<file path="src/hdl/pssc_pkg.sv">
// ----------------------------------------------------------------------------
// pssc_pkg
// shared types and constants of the two-point sensor scaler
// ----------------------------------------------------------------------------
`default_nettype none

package pssc_pkg;

  // fixed field widths
  localparam int unsigned CmdW   = 2;
  localparam int unsigned ChanW  = 4;
  localparam int unsigned ValueW = 16;

  // command codes carried in tuser
  localparam logic [CmdW-1:0] CmdConvert   = 2'd0;
  localparam logic [CmdW-1:0] CmdStoreLow  = 2'd1;
  localparam logic [CmdW-1:0] CmdStoreHigh = 2'd2;

  // configuration register map
  localparam int unsigned    CfgIdxW    = 1;
  localparam int unsigned    CfgDataW   = 16;
  localparam logic [CfgIdxW-1:0] RegOutLow  = 1'd0;
  localparam logic [CfgIdxW-1:0] RegOutHigh = 1'd1;

  localparam logic [CfgDataW-1:0] OutLowReset  = 16'd0;
  localparam logic [CfgDataW-1:0] OutHighReset = 16'd1023;

  // control flags of a queued conversion job
  typedef struct packed {
    logic bypass;      // result is out_low, skip the arithmetic
    logic calibrated;  // both done flags set at accept time
  } job_ctrl_t;

endpackage

`default_nettype wire

</file>
<file path="src/hdl/pssc_front.sv">
// ----------------------------------------------------------------------------
// pssc_front
// accepts stream items, keeps calibration tables, prepares conversion jobs
// ----------------------------------------------------------------------------
`default_nettype none

module pssc_front #(
  parameter int CHANNELS    = 16,
  parameter int SAMPLE_BITS = 10
) (
  input  wire logic                          clk_i,
  input  wire logic                          rst_ni,
  input  wire logic                          in_valid_i,
  output logic                               in_ready_o,
  input  wire logic [pssc_pkg::CmdW-1:0]     cmd_i,
  input  wire logic [pssc_pkg::ChanW-1:0]    chan_i,
  input  wire logic [SAMPLE_BITS-1:0]        sample_i,
  input  wire logic                          last_i,
  input  wire logic                          full_i,
  output logic                               push_o,
  output pssc_pkg::job_ctrl_t                job_ctrl_o,
  output logic [SAMPLE_BITS-1:0]             job_diff_o,
  output logic [SAMPLE_BITS-1:0]             job_span_o
);

  // only channels reachable through the channel field get storage
  localparam int Reach = 1 << pssc_pkg::ChanW;
  localparam int Depth = (CHANNELS < Reach) ? CHANNELS : Reach;
  localparam int IdxW  = (Depth > 1) ? $clog2(Depth) : 1;

  logic [SAMPLE_BITS-1:0] low_tab_q  [Depth];
  logic [SAMPLE_BITS-1:0] high_tab_q [Depth];
  logic                   low_done_q, high_done_q;

  logic                   accept, in_range;
  logic [IdxW-1:0]        idx;
  logic [SAMPLE_BITS-1:0] lo, hi, clamp_hi, clamp;

  assign in_ready_o = !full_i;
  assign accept     = in_valid_i && in_ready_o;
  assign in_range   = 32'(chan_i) < 32'(CHANNELS);
  assign idx        = chan_i[IdxW-1:0];

  always_ff @(posedge clk_i or negedge rst_ni) begin
    if (!rst_ni) begin
      low_done_q  <= 1'b0;
      high_done_q <= 1'b0;
      for (int i = 0; i < Depth; i++) begin
        low_tab_q[i]  <= '0;
        high_tab_q[i] <= '0;
      end
    end else if (accept) begin
      if (cmd_i == pssc_pkg::CmdStoreLow) begin
        if (in_range) low_tab_q[idx] <= sample_i;
        if (last_i)   low_done_q     <= 1'b1;
      end else if (cmd_i == pssc_pkg::CmdStoreHigh) begin
        if (in_range) high_tab_q[idx] <= sample_i;
        if (last_i)   high_done_q     <= 1'b1;
      end
    end
  end

  // table lookup and clamp into [lo, hi]
  always_comb begin
    lo       = in_range ? low_tab_q[idx]  : '0;
    hi       = in_range ? high_tab_q[idx] : '0;
    clamp_hi = (sample_i > hi) ? hi : sample_i;
    clamp    = (clamp_hi < lo) ? lo : clamp_hi;
  end

  assign push_o                = accept && (cmd_i == pssc_pkg::CmdConvert);
  assign job_ctrl_o.calibrated = low_done_q && high_done_q;
  assign job_ctrl_o.bypass     = !(low_done_q && high_done_q) || !in_range || (hi <= lo);
  assign job_diff_o            = clamp - lo;
  assign job_span_o            = hi - lo;

endmodule

`default_nettype wire

</file>
<file path="src/hdl/pssc_queue.sv">
// ----------------------------------------------------------------------------
// pssc_queue
// two-entry job queue between front and back
// ----------------------------------------------------------------------------
`default_nettype none

module pssc_queue #(
  parameter int WIDTH = 22
) (
  input  wire logic             clk_i,
  input  wire logic             rst_ni,
  input  wire logic             push_i,
  input  wire logic [WIDTH-1:0] data_i,
  output logic                  full_o,
  input  wire logic             pop_i,
  output logic                  empty_o,
  output logic [WIDTH-1:0]      data_o
);

  localparam int Depth = 2;
  localparam int PtrW  = $clog2(Depth);

  logic [WIDTH-1:0] mem_q [Depth];
  logic [PtrW-1:0]  wr_q, rd_q;
  logic [PtrW:0]    cnt_q;

  assign full_o  = cnt_q == (PtrW + 1)'(Depth);
  assign empty_o = cnt_q == '0;
  assign data_o  = mem_q[rd_q];

  always_ff @(posedge clk_i) begin
    if (push_i) mem_q[wr_q] <= data_i;
  end

  always_ff @(posedge clk_i or negedge rst_ni) begin
    if (!rst_ni) begin
      wr_q  <= '0;
      rd_q  <= '0;
      cnt_q <= '0;
    end else begin
      if (push_i) wr_q <= wr_q + 1'b1;
      if (pop_i)  rd_q <= rd_q + 1'b1;
      if (push_i && !pop_i)      cnt_q <= cnt_q + 1'b1;
      else if (pop_i && !push_i) cnt_q <= cnt_q - 1'b1;
    end
  end

endmodule

`default_nettype wire

</file>
<file path="src/hdl/pssc_back.sv">
// ----------------------------------------------------------------------------
// pssc_back
// scales one job: multiply, 16-step restoring divide, floor fixup, output
// ----------------------------------------------------------------------------
`default_nettype none

module pssc_back #(
  parameter int SAMPLE_BITS = 10
) (
  input  wire logic                            clk_i,
  input  wire logic                            rst_ni,
  input  wire logic                            empty_i,
  output logic                                 pop_o,
  input  wire pssc_pkg::job_ctrl_t             job_ctrl_i,
  input  wire logic [SAMPLE_BITS-1:0]          job_diff_i,
  input  wire logic [SAMPLE_BITS-1:0]          job_span_i,
  input  wire logic [pssc_pkg::CfgDataW-1:0]   out_low_i,
  input  wire logic [pssc_pkg::CfgDataW-1:0]   out_high_i,
  output logic                                 out_valid_o,
  input  wire logic                            out_ready_i,
  output logic [pssc_pkg::ValueW-1:0]          out_value_o,
  output logic                                 out_cal_o
);

  localparam int VW    = pssc_pkg::ValueW;
  localparam int ProdW = SAMPLE_BITS + VW;

  localparam logic [1:0] StIdle = 2'd0;
  localparam logic [1:0] StMul  = 2'd1;
  localparam logic [1:0] StDiv  = 2'd2;
  localparam logic [1:0] StFin  = 2'd3;

  logic [1:0]             state_q, state_d;
  logic [SAMPLE_BITS-1:0] diff_q, span_q, rem_q, rem_d;
  logic [VW-1:0]          quo_q, quo_d;
  logic [$clog2(VW)-1:0]  step_q, step_d;
  logic                   neg_q, neg_d, cal_q, cal_d;
  logic                   load_job, load_out;

  logic                   neg;
  logic [VW-1:0]          mag;
  logic [ProdW-1:0]       prod;
  logic [SAMPLE_BITS:0]   trial;
  logic                   fit;
  logic [VW-1:0]          result;

  logic                   ovalid_q;
  logic [VW-1:0]          ovalue_q;
  logic                   ocal_q;

  // |out_high - out_low| and its sign
  assign neg  = out_high_i < out_low_i;
  assign mag  = neg ? (out_low_i - out_high_i) : (out_high_i - out_low_i);
  assign prod = ProdW'(diff_q) * ProdW'(mag);

  // quotient fits in VW bits, so the top part of the product starts below span
  assign trial = {rem_q, quo_q[VW-1]};
  assign fit   = trial >= {1'b0, span_q};

  // floor: round toward minus infinity on a negative slope
  assign result = neg_q ? (out_low_i - quo_q - VW'(rem_q != '0)) : (out_low_i + quo_q);

  assign load_job = (state_q == StIdle) && !empty_i;
  assign load_out = (state_q == StFin) && (!ovalid_q || out_ready_i);
  assign pop_o    = load_job;

  always_comb begin
    state_d = state_q;
    rem_d   = rem_q;
    quo_d   = quo_q;
    step_d  = step_q;
    neg_d   = neg_q;
    cal_d   = cal_q;
    case (state_q)
      StIdle: begin
        if (!empty_i) begin
          cal_d = job_ctrl_i.calibrated;
          rem_d = '0;
          quo_d = '0;
          neg_d = 1'b0;
          state_d = job_ctrl_i.bypass ? StFin : StMul;
        end
      end
      StMul: begin
        rem_d   = prod[ProdW-1:VW];
        quo_d   = prod[VW-1:0];
        neg_d   = neg;
        step_d  = '0;
        state_d = StDiv;
      end
      StDiv: begin
        rem_d  = fit ? SAMPLE_BITS'(trial - {1'b0, span_q}) : trial[SAMPLE_BITS-1:0];
        quo_d  = {quo_q[VW-2:0], fit};
        step_d = step_q + 1'b1;
        if (step_q == '1) state_d = StFin;
      end
      StFin: begin
        if (!ovalid_q || out_ready_i) state_d = StIdle;
      end
      default: state_d = StIdle;
    endcase
  end

  always_ff @(posedge clk_i or negedge rst_ni) begin
    if (!rst_ni) begin
      state_q  <= StIdle;
      ovalid_q <= 1'b0;
    end else begin
      state_q <= state_d;
      if (load_out)         ovalid_q <= 1'b1;
      else if (out_ready_i) ovalid_q <= 1'b0;
    end
  end

  always_ff @(posedge clk_i) begin
    rem_q  <= rem_d;
    quo_q  <= quo_d;
    step_q <= step_d;
    neg_q  <= neg_d;
    cal_q  <= cal_d;
    if (load_job) begin
      diff_q <= job_diff_i;
      span_q <= job_span_i;
    end
    if (load_out) begin
      ovalue_q <= result;
      ocal_q   <= cal_q;
    end
  end

  assign out_valid_o = ovalid_q;
  assign out_value_o = ovalue_q;
  assign out_cal_o   = ocal_q;

endmodule

`default_nettype wire

</file>
<file path="src/hdl/per_channel_two_point_sensor_scaler.sv">
// ----------------------------------------------------------------------------
// per_channel_two_point_sensor_scaler
// per-channel two-point linear calibration with clamp
// ----------------------------------------------------------------------------
// Keeps a low and a high calibration point for each multiplexed sensor
// channel (tables cleared at reset). An input transaction with tuser = store
// low / store high writes tdata's sample as that channel's point; tlast on a
// store sets that table's done flag for good. A convert transaction clamps
// the sample to the channel's [low, high] and returns
//   value = out_low + floor((s - low) * (out_high - out_low) / (high - low))
// modulo 2^16, or out_low when not calibrated, the channel is out of range
// or high <= low. tuser of the result carries the calibrated flag. Stores
// give no result. A convert goes from acceptance through the job queue, the
// multiply, 16 divider iterations and a rounding and output step into the
// result register; the back end takes a new job only once the last has
// reached the output register. A convert that resolves to out_low skips
// the multiply and divide. A two-entry job queue and the output register
// let the front keep accepting, until the queue is full, while the back end
// works and a result waits. The user must write out_low / out_high through
// the cfg port while no conversion is in flight; the block does not check it.
// ----------------------------------------------------------------------------
`default_nettype none

module per_channel_two_point_sensor_scaler #(
  parameter int CHANNELS    = 16,
  parameter int SAMPLE_BITS = 10,
  localparam int InDataW    = ((pssc_pkg::ChanW + SAMPLE_BITS + 7) / 8) * 8
) (
  input  wire logic                              clk_i,
  input  wire logic                              rst_ni,
  // configuration write port
  input  wire logic                              cfg_we_i,
  input  wire logic [pssc_pkg::CfgIdxW-1:0]      cfg_idx_i,
  input  wire logic [pssc_pkg::CfgDataW-1:0]     cfg_wdata_i,
  // input stream
  input  wire logic                              s_axis_tvalid,
  output logic                                   s_axis_tready,
  input  wire logic [InDataW-1:0]                s_axis_tdata,  // channel, sample, zero pad
  input  wire logic [pssc_pkg::CmdW-1:0]         s_axis_tuser,  // cmd
  input  wire logic                              s_axis_tlast,  // last store of a pass
  // result stream
  output logic                                   m_axis_tvalid,
  input  wire logic                              m_axis_tready,
  output logic [pssc_pkg::ValueW-1:0]            m_axis_tdata,  // value
  output logic                                   m_axis_tuser   // calibrated
);

  localparam int JobW = 2 + 2 * SAMPLE_BITS;

  // output range registers
  logic [pssc_pkg::CfgDataW-1:0] out_low_q, out_high_q;

  always_ff @(posedge clk_i or negedge rst_ni) begin
    if (!rst_ni) begin
      out_low_q  <= pssc_pkg::OutLowReset;
      out_high_q <= pssc_pkg::OutHighReset;
    end else if (cfg_we_i) begin
      case (cfg_idx_i)
        pssc_pkg::RegOutLow:  out_low_q  <= cfg_wdata_i;
        pssc_pkg::RegOutHigh: out_high_q <= cfg_wdata_i;
        default: ;
      endcase
    end
  end

  // front to queue
  logic                   push, full;
  pssc_pkg::job_ctrl_t    f_ctrl;
  logic [SAMPLE_BITS-1:0] f_diff, f_span;

  // queue to back
  logic                   pop, empty;
  logic [JobW-1:0]        q_data;
  pssc_pkg::job_ctrl_t    b_ctrl;
  logic [SAMPLE_BITS-1:0] b_diff, b_span;

  // item classification, table updates, clamp
  pssc_front #(
    .CHANNELS    (CHANNELS),
    .SAMPLE_BITS (SAMPLE_BITS)
  ) u_front (
    .clk_i      (clk_i),
    .rst_ni     (rst_ni),
    .in_valid_i (s_axis_tvalid),
    .in_ready_o (s_axis_tready),
    .cmd_i      (s_axis_tuser),
    .chan_i     (s_axis_tdata[pssc_pkg::ChanW-1:0]),
    .sample_i   (s_axis_tdata[pssc_pkg::ChanW +: SAMPLE_BITS]),
    .last_i     (s_axis_tlast),
    .full_i     (full),
    .push_o     (push),
    .job_ctrl_o (f_ctrl),
    .job_diff_o (f_diff),
    .job_span_o (f_span)
  );

  // job decoupling between front and back
  pssc_queue #(
    .WIDTH (JobW)
  ) u_queue (
    .clk_i   (clk_i),
    .rst_ni  (rst_ni),
    .push_i  (push),
    .data_i  ({f_ctrl, f_diff, f_span}),
    .full_o  (full),
    .pop_i   (pop),
    .empty_o (empty),
    .data_o  (q_data)
  );

  assign {b_ctrl, b_diff, b_span} = q_data;

  // scaling arithmetic and result register
  pssc_back #(
    .SAMPLE_BITS (SAMPLE_BITS)
  ) u_back (
    .clk_i       (clk_i),
    .rst_ni      (rst_ni),
    .empty_i     (empty),
    .pop_o       (pop),
    .job_ctrl_i  (b_ctrl),
    .job_diff_i  (b_diff),
    .job_span_i  (b_span),
    .out_low_i   (out_low_q),
    .out_high_i  (out_high_q),
    .out_valid_o (m_axis_tvalid),
    .out_ready_i (m_axis_tready),
    .out_value_o (m_axis_tdata),
    .out_cal_o   (m_axis_tuser)
  );

endmodule

`default_nettype wire
</file>
<file path="config.mk">
export PLATFORM = sky130hd
export DESIGN_NAME = per_channel_two_point_sensor_scaler
export DESIGN_NICKNAME = d
export VERILOG_FILES = /design/src/hdl/pssc_pkg.sv /design/src/hdl/pssc_front.sv /design/src/hdl/pssc_queue.sv /design/src/hdl/pssc_back.sv /design/src/hdl/per_channel_two_point_sensor_scaler.sv
export SDC_FILE = /design/constraint.sdc
export NUM_CORES = 1
export LEC_CHECK = 0
export ABC_AREA = 1
export BUFFER_PORTS_ARGS = -buffer_cell sky130_fd_sc_hd__buf_2
export CORE_MARGIN = 2
export CORE_UTILIZATION = 50
export DETAILED_ROUTE_END_ITERATION = 8
export PLACE_DENSITY = 0.67
export SLEW_MARGIN = 0
export SYNTH_ARGS = -nofsm -noshare
export SYNTH_HDL_FRONTEND = slang
export SYNTH_SLANG_ARGS = --single-unit
</file>
<file path="constraint.sdc">
create_clock -name clk_i -period 9.13 [get_ports clk_i]
set_clock_uncertainty 0.15 [all_clocks]
set_input_delay 1.3695 -clock clk_i [delete_from_list [all_inputs] [get_ports clk_i]]
set_output_delay 1.3695 -clock clk_i [all_outputs]
set_load 0.01 [all_outputs]
</file>
# Word-level counts from Yosys, hierarchy flattened
# Memories as Yosys holds them, arrays and structs flattened.
# Cells that the tools add are included.
[totals] regBits=430 mem_bits_rw=44 output_inout_bits=19 elab_cells=154 memories=1
[op_classes] addsub=13 n_mul=1 order_cmp=7 eq_ne=10 n_mux=33 bitwise=4 reduce_logical=35
[memory_table] name="u_queue.mem_q" words=2 width=22 rd=1 rd_clocked_by_memory_dff=0 write_ports=1 line_no="pssc_queue.sv:23" text="logic [WIDTH-1:0] mem_q [Depth];"
[op_table] cell="bitwise mux 160 bit" count=2
[op_table] cell="2-to-1 mux 10 bit" count=9
[op_table] cell="binary-select mux 10 bit (select 4 bit)" count=2
[op_table] cell="2-to-1 mux 16 bit" count=3
[op_table] cell="one-hot mux 16 bit (3 select lines)" count=1
[op_table] cell="subtractor 16 bit" count=3
[op_table] cell="demux 10 bit (select 4 bit)" count=1
[op_table] cell="one-hot mux 10 bit (3 select lines)" count=1
[op_table] cell="subtractor 10 bit" count=3
[op_table] cell="multiplier 10 x 16 -> 26 bit" count=1
[op_table] cell="adder 16 bit" count=1
[op_table] cell="< comparator 16 bit" count=1
[op_table] cell="subtractor 16 x 1 -> 16 bit" count=1
[op_table] cell="2-to-1 mux 2 bit" count=6
[op_table] cell="AND reduction 2 bit" count=6
[op_table] cell=">= comparator 11 x 10 -> 1 bit" count=1
[op_table] cell="> comparator 10 bit" count=1
[op_table] cell="less-or-equal comparator 10 bit" count=1
[op_table] cell="< comparator 10 bit" count=1
[op_table] cell="nonzero test 10 bit" count=1
[op_table] cell="AND reduction 3 bit" count=3
[op_table] cell="equality test 2 bit (second input constant)" count=4
[op_table] cell="logical AND 1 bit" count=8
[op_table] cell="one-hot mux 2 bit (4 select lines)" count=1
[op_table] cell="21 further kinds" count=41

# Logic depth before layout (Yosys ltp)
[logic_depth] word_depth=9 depth_mapped=44 depth_no_buf=39

# By module
# A second synthesis with hierarchy kept.
[unflattened] cells_unflattened=3818 area_unflattened_um2=31511.5
[modules_own_cells] mod="pssc_front" instances=1 cells_each=1783 area_per_inst_um2=15476.1 seq_area_each_um2=8057.7
[modules_own_cells] mod="pssc_back" instances=1 cells_each=1802 area_per_inst_um2=12904.9 seq_area_each_um2=2147.1
[modules_own_cells] mod="pssc_queue" instances=1 cells_each=93 area_per_inst_um2=1798.0 seq_area_each_um2=1421.4
[modules_own_cells] mod="per_channel_two_point_sensor_scaler" instances=1 cells_each=140 area_per_inst_um2=1332.5 seq_area_each_um2=813.3

# Least setup slack after synthesis
# No wires, ideal clock.
[synth_timing] path_type="input to register" from="in s_axis_tdata[0]" to="mem u_queue.mem_q[0][18], data pin" arrival_ns=6.427 setup_slack_ns=2.289 cell_stages=37 path_buffers=5 cell_sequence="buf_6 -> buf_6 -> nor2_4 -> buf_2 -> a22oi_1 -> nand2_1 -> nand2_1 -> nand4_1 -> inv_1 -> ha_1 -> nand2_1 -> nor2_1 -> nand3_1 -> nand3_1 -> nand2_1 -> inv_1 -> clkbuf_1 -> o21ai_0 -> ha_1 -> a21oi_1 -> nor2_1 -> a2111oi_0 -> nand2_2 -> buf_6 -> o21ai_1 -> ha_1 -> inv_1 -> fa_1 -> nand3_1 -> nand2_1 -> a21o_1 -> a21oi_1 -> inv_1 -> a21oi_1 -> nor2_1 -> nor2_1 -> xor2_1"
[synth_between] elab_chain_cells=9 elab_cells_between_ends=12
[synth_lines] element="start: declaration" line_no="per_channel_two_point_sensor_scaler.sv:38" text="input wire logic [InDataW-1:0] s_axis_tdata,"
[synth_lines] element="NOT 4 -> 5 bit (implied by the code) *" line_no="pssc_front.sv:65, pssc_front.sv:66"
[synth_lines] element="binary-select mux 10 bit (select 4 bit)" line_no="pssc_front.sv:66" text="hi = in_range ? high_tab_q[idx] : '0;"
[synth_lines] element="2-to-1 mux 10 bit (implied by the code) (2 in a row)" line_no="pssc_front.sv:66"
[synth_lines] element="> comparator 10 bit" line_no="pssc_front.sv:67" text="clamp_hi = (sample_i > hi) ? hi : sample_i;"
[synth_lines] element="2-to-1 mux 10 bit" line_no="pssc_front.sv:67"
[synth_lines] element="< comparator 10 bit" line_no="pssc_front.sv:68" text="clamp = (clamp_hi < lo) ? lo : clamp_hi;"
[synth_lines] element="2-to-1 mux 10 bit" line_no="pssc_front.sv:68"
[synth_lines] element="subtractor 10 bit *" line_no="pssc_front.sv:74" text="assign job_diff_o = clamp - lo;"
[synth_lines] element="net f_diff[8]" line_no="per_channel_two_point_sensor_scaler.sv:69" text="logic [SAMPLE_BITS-1:0] f_diff, f_span;"
[synth_lines] element="end: declaration" line_no="pssc_queue.sv:23"
# The timed path passes the listed nets; every way through them passes the cells marked *. The select of a mux whose other input is x is not followed.

# Worst setup path in the final report
[layout_timing] from="reg out_high_q[0] in the netlist's numbering" to="reg u_back.rem_q[3], data pin"
[layout_between] elab_chain_cells=4 elab_cells_between_ends=6
[layout_lines] element="start: declaration" line_no="per_channel_two_point_sensor_scaler.sv:51" text="logic [pssc_pkg::CfgDataW-1:0] out_low_q, out_high_q;"
[layout_lines] element="start signal: assignment" line_no="per_channel_two_point_sensor_scaler.sv:56" text="out_high_q <= pssc_pkg::OutHighReset;"
[layout_lines] element="start signal: assignment" line_no="per_channel_two_point_sensor_scaler.sv:60" text="pssc_pkg::RegOutHigh: out_high_q <= cfg_wdata_i;"
[layout_lines] element="subtractor 16 bit or < comparator 16 bit (tied branches)" line_no="pssc_back.sv:53, pssc_back.sv:52"
[layout_lines] element="2-to-1 mux 16 bit *" line_no="pssc_back.sv:53" text="assign mag = neg ? (out_low_i - out_high_i) : (out_high_i - out_low_i);"
[layout_lines] element="multiplier 10 x 16 -> 26 bit *" line_no="pssc_back.sv:54" text="assign prod = ProdW'(diff_q) * ProdW'(mag);"
[layout_lines] element="one-hot mux 10 bit (3 select lines) *" line_no="pssc_back.sv:74" text="case (state_q)"
[layout_lines] element="end signal: assignment" line_no="pssc_back.sv:116" text="rem_q <= rem_d;"
[layout_lines] element="end: declaration" line_no="pssc_back.sv:34" text="logic [SAMPLE_BITS-1:0] diff_q, span_q, rem_q, rem_d;"
# Mark *: on every way between the ends. The rest lies on a longest branch, timed or not.
# A chain may end at the register's enable or synchronous reset.

==> flow_summary_export.csv <==
group,metric,value,unit
synth,syn_inst,3553,
setup_path,crit_top_cell,"nand2_1",
placed_design,globalplace.congestion,0.937,
final_layout,drive_above_1_share,5.65,%
global_routing,grt_start_max_net_pins,162,
timing,final_hold_viol_count,0,
final_layout,fillers,5528,
drt,dr_total_vias,23900,
floorplan,io_pins,60,
drt,via_per_inst,5.54,
synth,syn_nets,3902,
floorplan,rows,89,
setup_path,critPathMaxFanout,17,
timing,clock.fmax,0.126,GHz
floorplan,dieArea,61900,um^2
cts,cts_tree,"done",
placed_design,dp_hpwl,54300,um
cts,cts_buffers,51,
setup_path,critPathRequiredTime,9.29,ns
synth,avgSynthCellArea,8.43,um^2
drt,postRouteWirelength,77500,um
cts,clockBufferDepth,3,
timing,maxSlewViolCount,0,
worst_hold_path,min_path_type,"register to register",
cts,post_cts_buffers,0,
synth,synthFlopType,"dfrtp_1",
synth,async_flop_share,76.2,%
synth,synth_seq_area_share,41.5,%
global_routing,overflow,0,
synth,synth_top_area_share,29.3,%
setup_path,critPathArrivalTime,8.09,ns
placed_design,place_area,30600,um^2
final_layout,mostFrequentLayoutCells,"952 x nand2_1, 458 x o21ai_0, 369 x inv_1",
cts,clock_latency,0.63,ns
placed_design,io_buffers,57,
drt,drtPass1Iterations,6,
floorplan,die_h,249,um
cts,ctsResizeCount,0,
synth,synthTopCellsByArea,"dfrtp_1 29%, nand2_1 12%, edfxtp_1 11%, ha_1 7.9%, fa_1 7.9%",
floorplan,coreArea,59100,um^2
drt,wl_per_cell,17.9,um
synth,synth_warnings,0,
synth,syn_area,30000,um^2
timing,rsz0062_at_grt,"no",
final_layout,layout.nets,3851,
timing,tightest_slew,1.23,ns
timing,setup_viol,0,
global_routing,antenna_found_initial,1,
synth,synthDistinctLibCells,51,
final_layout,finish.utilization,54.5,%
floorplan,die_w,249,um
timing,period_minus_slack,7.93,ns
final_layout,synthToLayoutAreaGrowth,7.62,%
synth,synth-seq-cells,474,
final_layout,design_area,32200,um^2
drt,drtAntennaViolNets,0,
synth,synth-edff-count,113,
timing,fin_crit_sh,86.9,%
timing,tns,0,ns
timing,hold_slack,0.294,ns
run_status,outcome,"complete, no violations",
global_routing,grt_usage,25.4,%
global_routing,grt_pass1_wl,126000,um
setup_path,critPathKind,"register to register",
synth,synth_top_cell_by_area,"dfrtp_1",
drt,first_iter_violations,2026,
cts,cts-root-buf,"clkbuf_16",
flow_run,drv_cap,0,
cts,cts.sink_count,474,
setup_path,endpoint_kind,"register",
cts,cts_htree_levels,2,
global_routing,first_global_vias,23500,
cts,hold_buffers,0,
cts,clkTransAtPathRegs,0.06,ns
setup_path,slowest_stage,"fa_1",
final_layout,mostFrequentLayoutCell,"nand2_1",
timing,relSlewSlack,17.7,%
setup_path,slowest_delay,0.58,ns
setup_path,startpoint_type,"register",
drt,drc,0,
floorplan,initial_utilization,50.7,%
## registers in the layout, summed over array words and instances (netlist names)
name,cells
u_front.high_tab_q,160
u_front.low_tab_q,160
u_queue.mem_q,44
out_high_q,16
out_low_q,16
u_back.out_value_o,16
u_back.quo_q,16
u_back.diff_q,10
u_back.rem_q,10
u_back.span_q,10
u_back.step_q,4
u_back.state_q,2
u_queue.cnt_q,2
u_back.cal_q,1
u_back.neg_q,1
u_back.out_cal_o,1
u_back.out_valid_o,1
u_front.high_done_q,1
u_front.low_done_q,1
u_queue.rd_q,1
u_queue.wr_q,1
## per-layer routing
layer	GRT usage [%]	up-vias	wire [um]
li1	-	11600	-
met1	33.6	11500	33400
met2	42.5	684	36800
met3	3.88	140	4600
met4	9.18	0	2620
met5	0	-	0
## synth_stat cells (3+ instances only)
master    instances
a211oi_1          5
a21boi_0          5
a21o_1           13
a21oi_1         194
a22oi_1         145
a31oi_1           3
buf_2            26
buf_4             5
buf_6            11
clkbuf_1        140
clkinv_1          3
dfrtp_1         351
dfstp_2          10
edfxtp_1        113
fa_1            118
ha_1            190
inv_1           369
inv_2             6
inv_4             3
nand2_1         952
nand2_2           6
nand3_1          89
nand3b_1          3
nand4_1          25
nor2_1          173
nor3_1            9
nor4_1            3
nor4_2            7
o211ai_1          4
o21ai_0         458
o21ai_1          16
o21bai_1         10
or2_2             5
xnor2_1          16
xor2_1           46
## cell type report
cell class / count / area [um^2] / area share [%]
sequential: 474 / 12400 / 38.6
timing repair buffer: 81 / 488 / 1.51
antenna: 1 / 2.50 / 0.00776
multi-input combinational: 2513 / 15300 / 47.3
tap: 773 / 967 / 3.00
clock inverter: 18 / 194 / 0.602
clock buffer: 75 / 1450 / 4.49
inverter: 381 / 1440 / 4.46
## worst max-delay path, delay by kind of cell, from the launching register on
family          cells  cell delay [ns]
flops               1             0.54
buf+inv             7             0.78
fa+ha+maj           8             3.43
simple gates       14             1.99
compound gates      3             0.76
## through the flow
stage,worst slack [ns],instances
finish,1.20,4316
global route,0.461,4316
CTS,1.27,4315
detailed placement,0.781,4222
global placement,0.880,4222
floorplan,2.29,3553
## final timing paths
path                                            from                                 end  slack (ns)  depth (start not counted)
max                        out_high_q[0]$_DFFE_PN1P_       u_back.rem_q[3]$_SDFFCE_PN0P_        1.20                         32
min                           u_back.cal_q$_DFFE_PP_          u_back.out_cal_o$_DFFE_PP_        0.29                          0
max reg2reg                out_high_q[0]$_DFFE_PN1P_       u_back.rem_q[3]$_SDFFCE_PN0P_        1.20                         32
min reg2reg                   u_back.cal_q$_DFFE_PP_          u_back.out_cal_o$_DFFE_PP_        0.29                          0
max in group asynchronous                     rst_ni  u_front.high_tab_q[21]$_DFFE_PN0P_        6.77                          2
min in group asynchronous                     rst_ni            out_low_q[4]$_DFFE_PN0P_        0.61                          1
## cell families after synthesis
logic type,count (synthesis),synth area share (%)
compound gates,864,16.1
xor+xnor,62,1.81
fa+ha+maj,308,15.8
buf+inv,566,7.57
flops,474,41.5
simple gates,1279,17.2
Power is left out: the tool's default activity adds up to more than one toggle a clock period on the data nets, which glitch-free logic cannot reach.
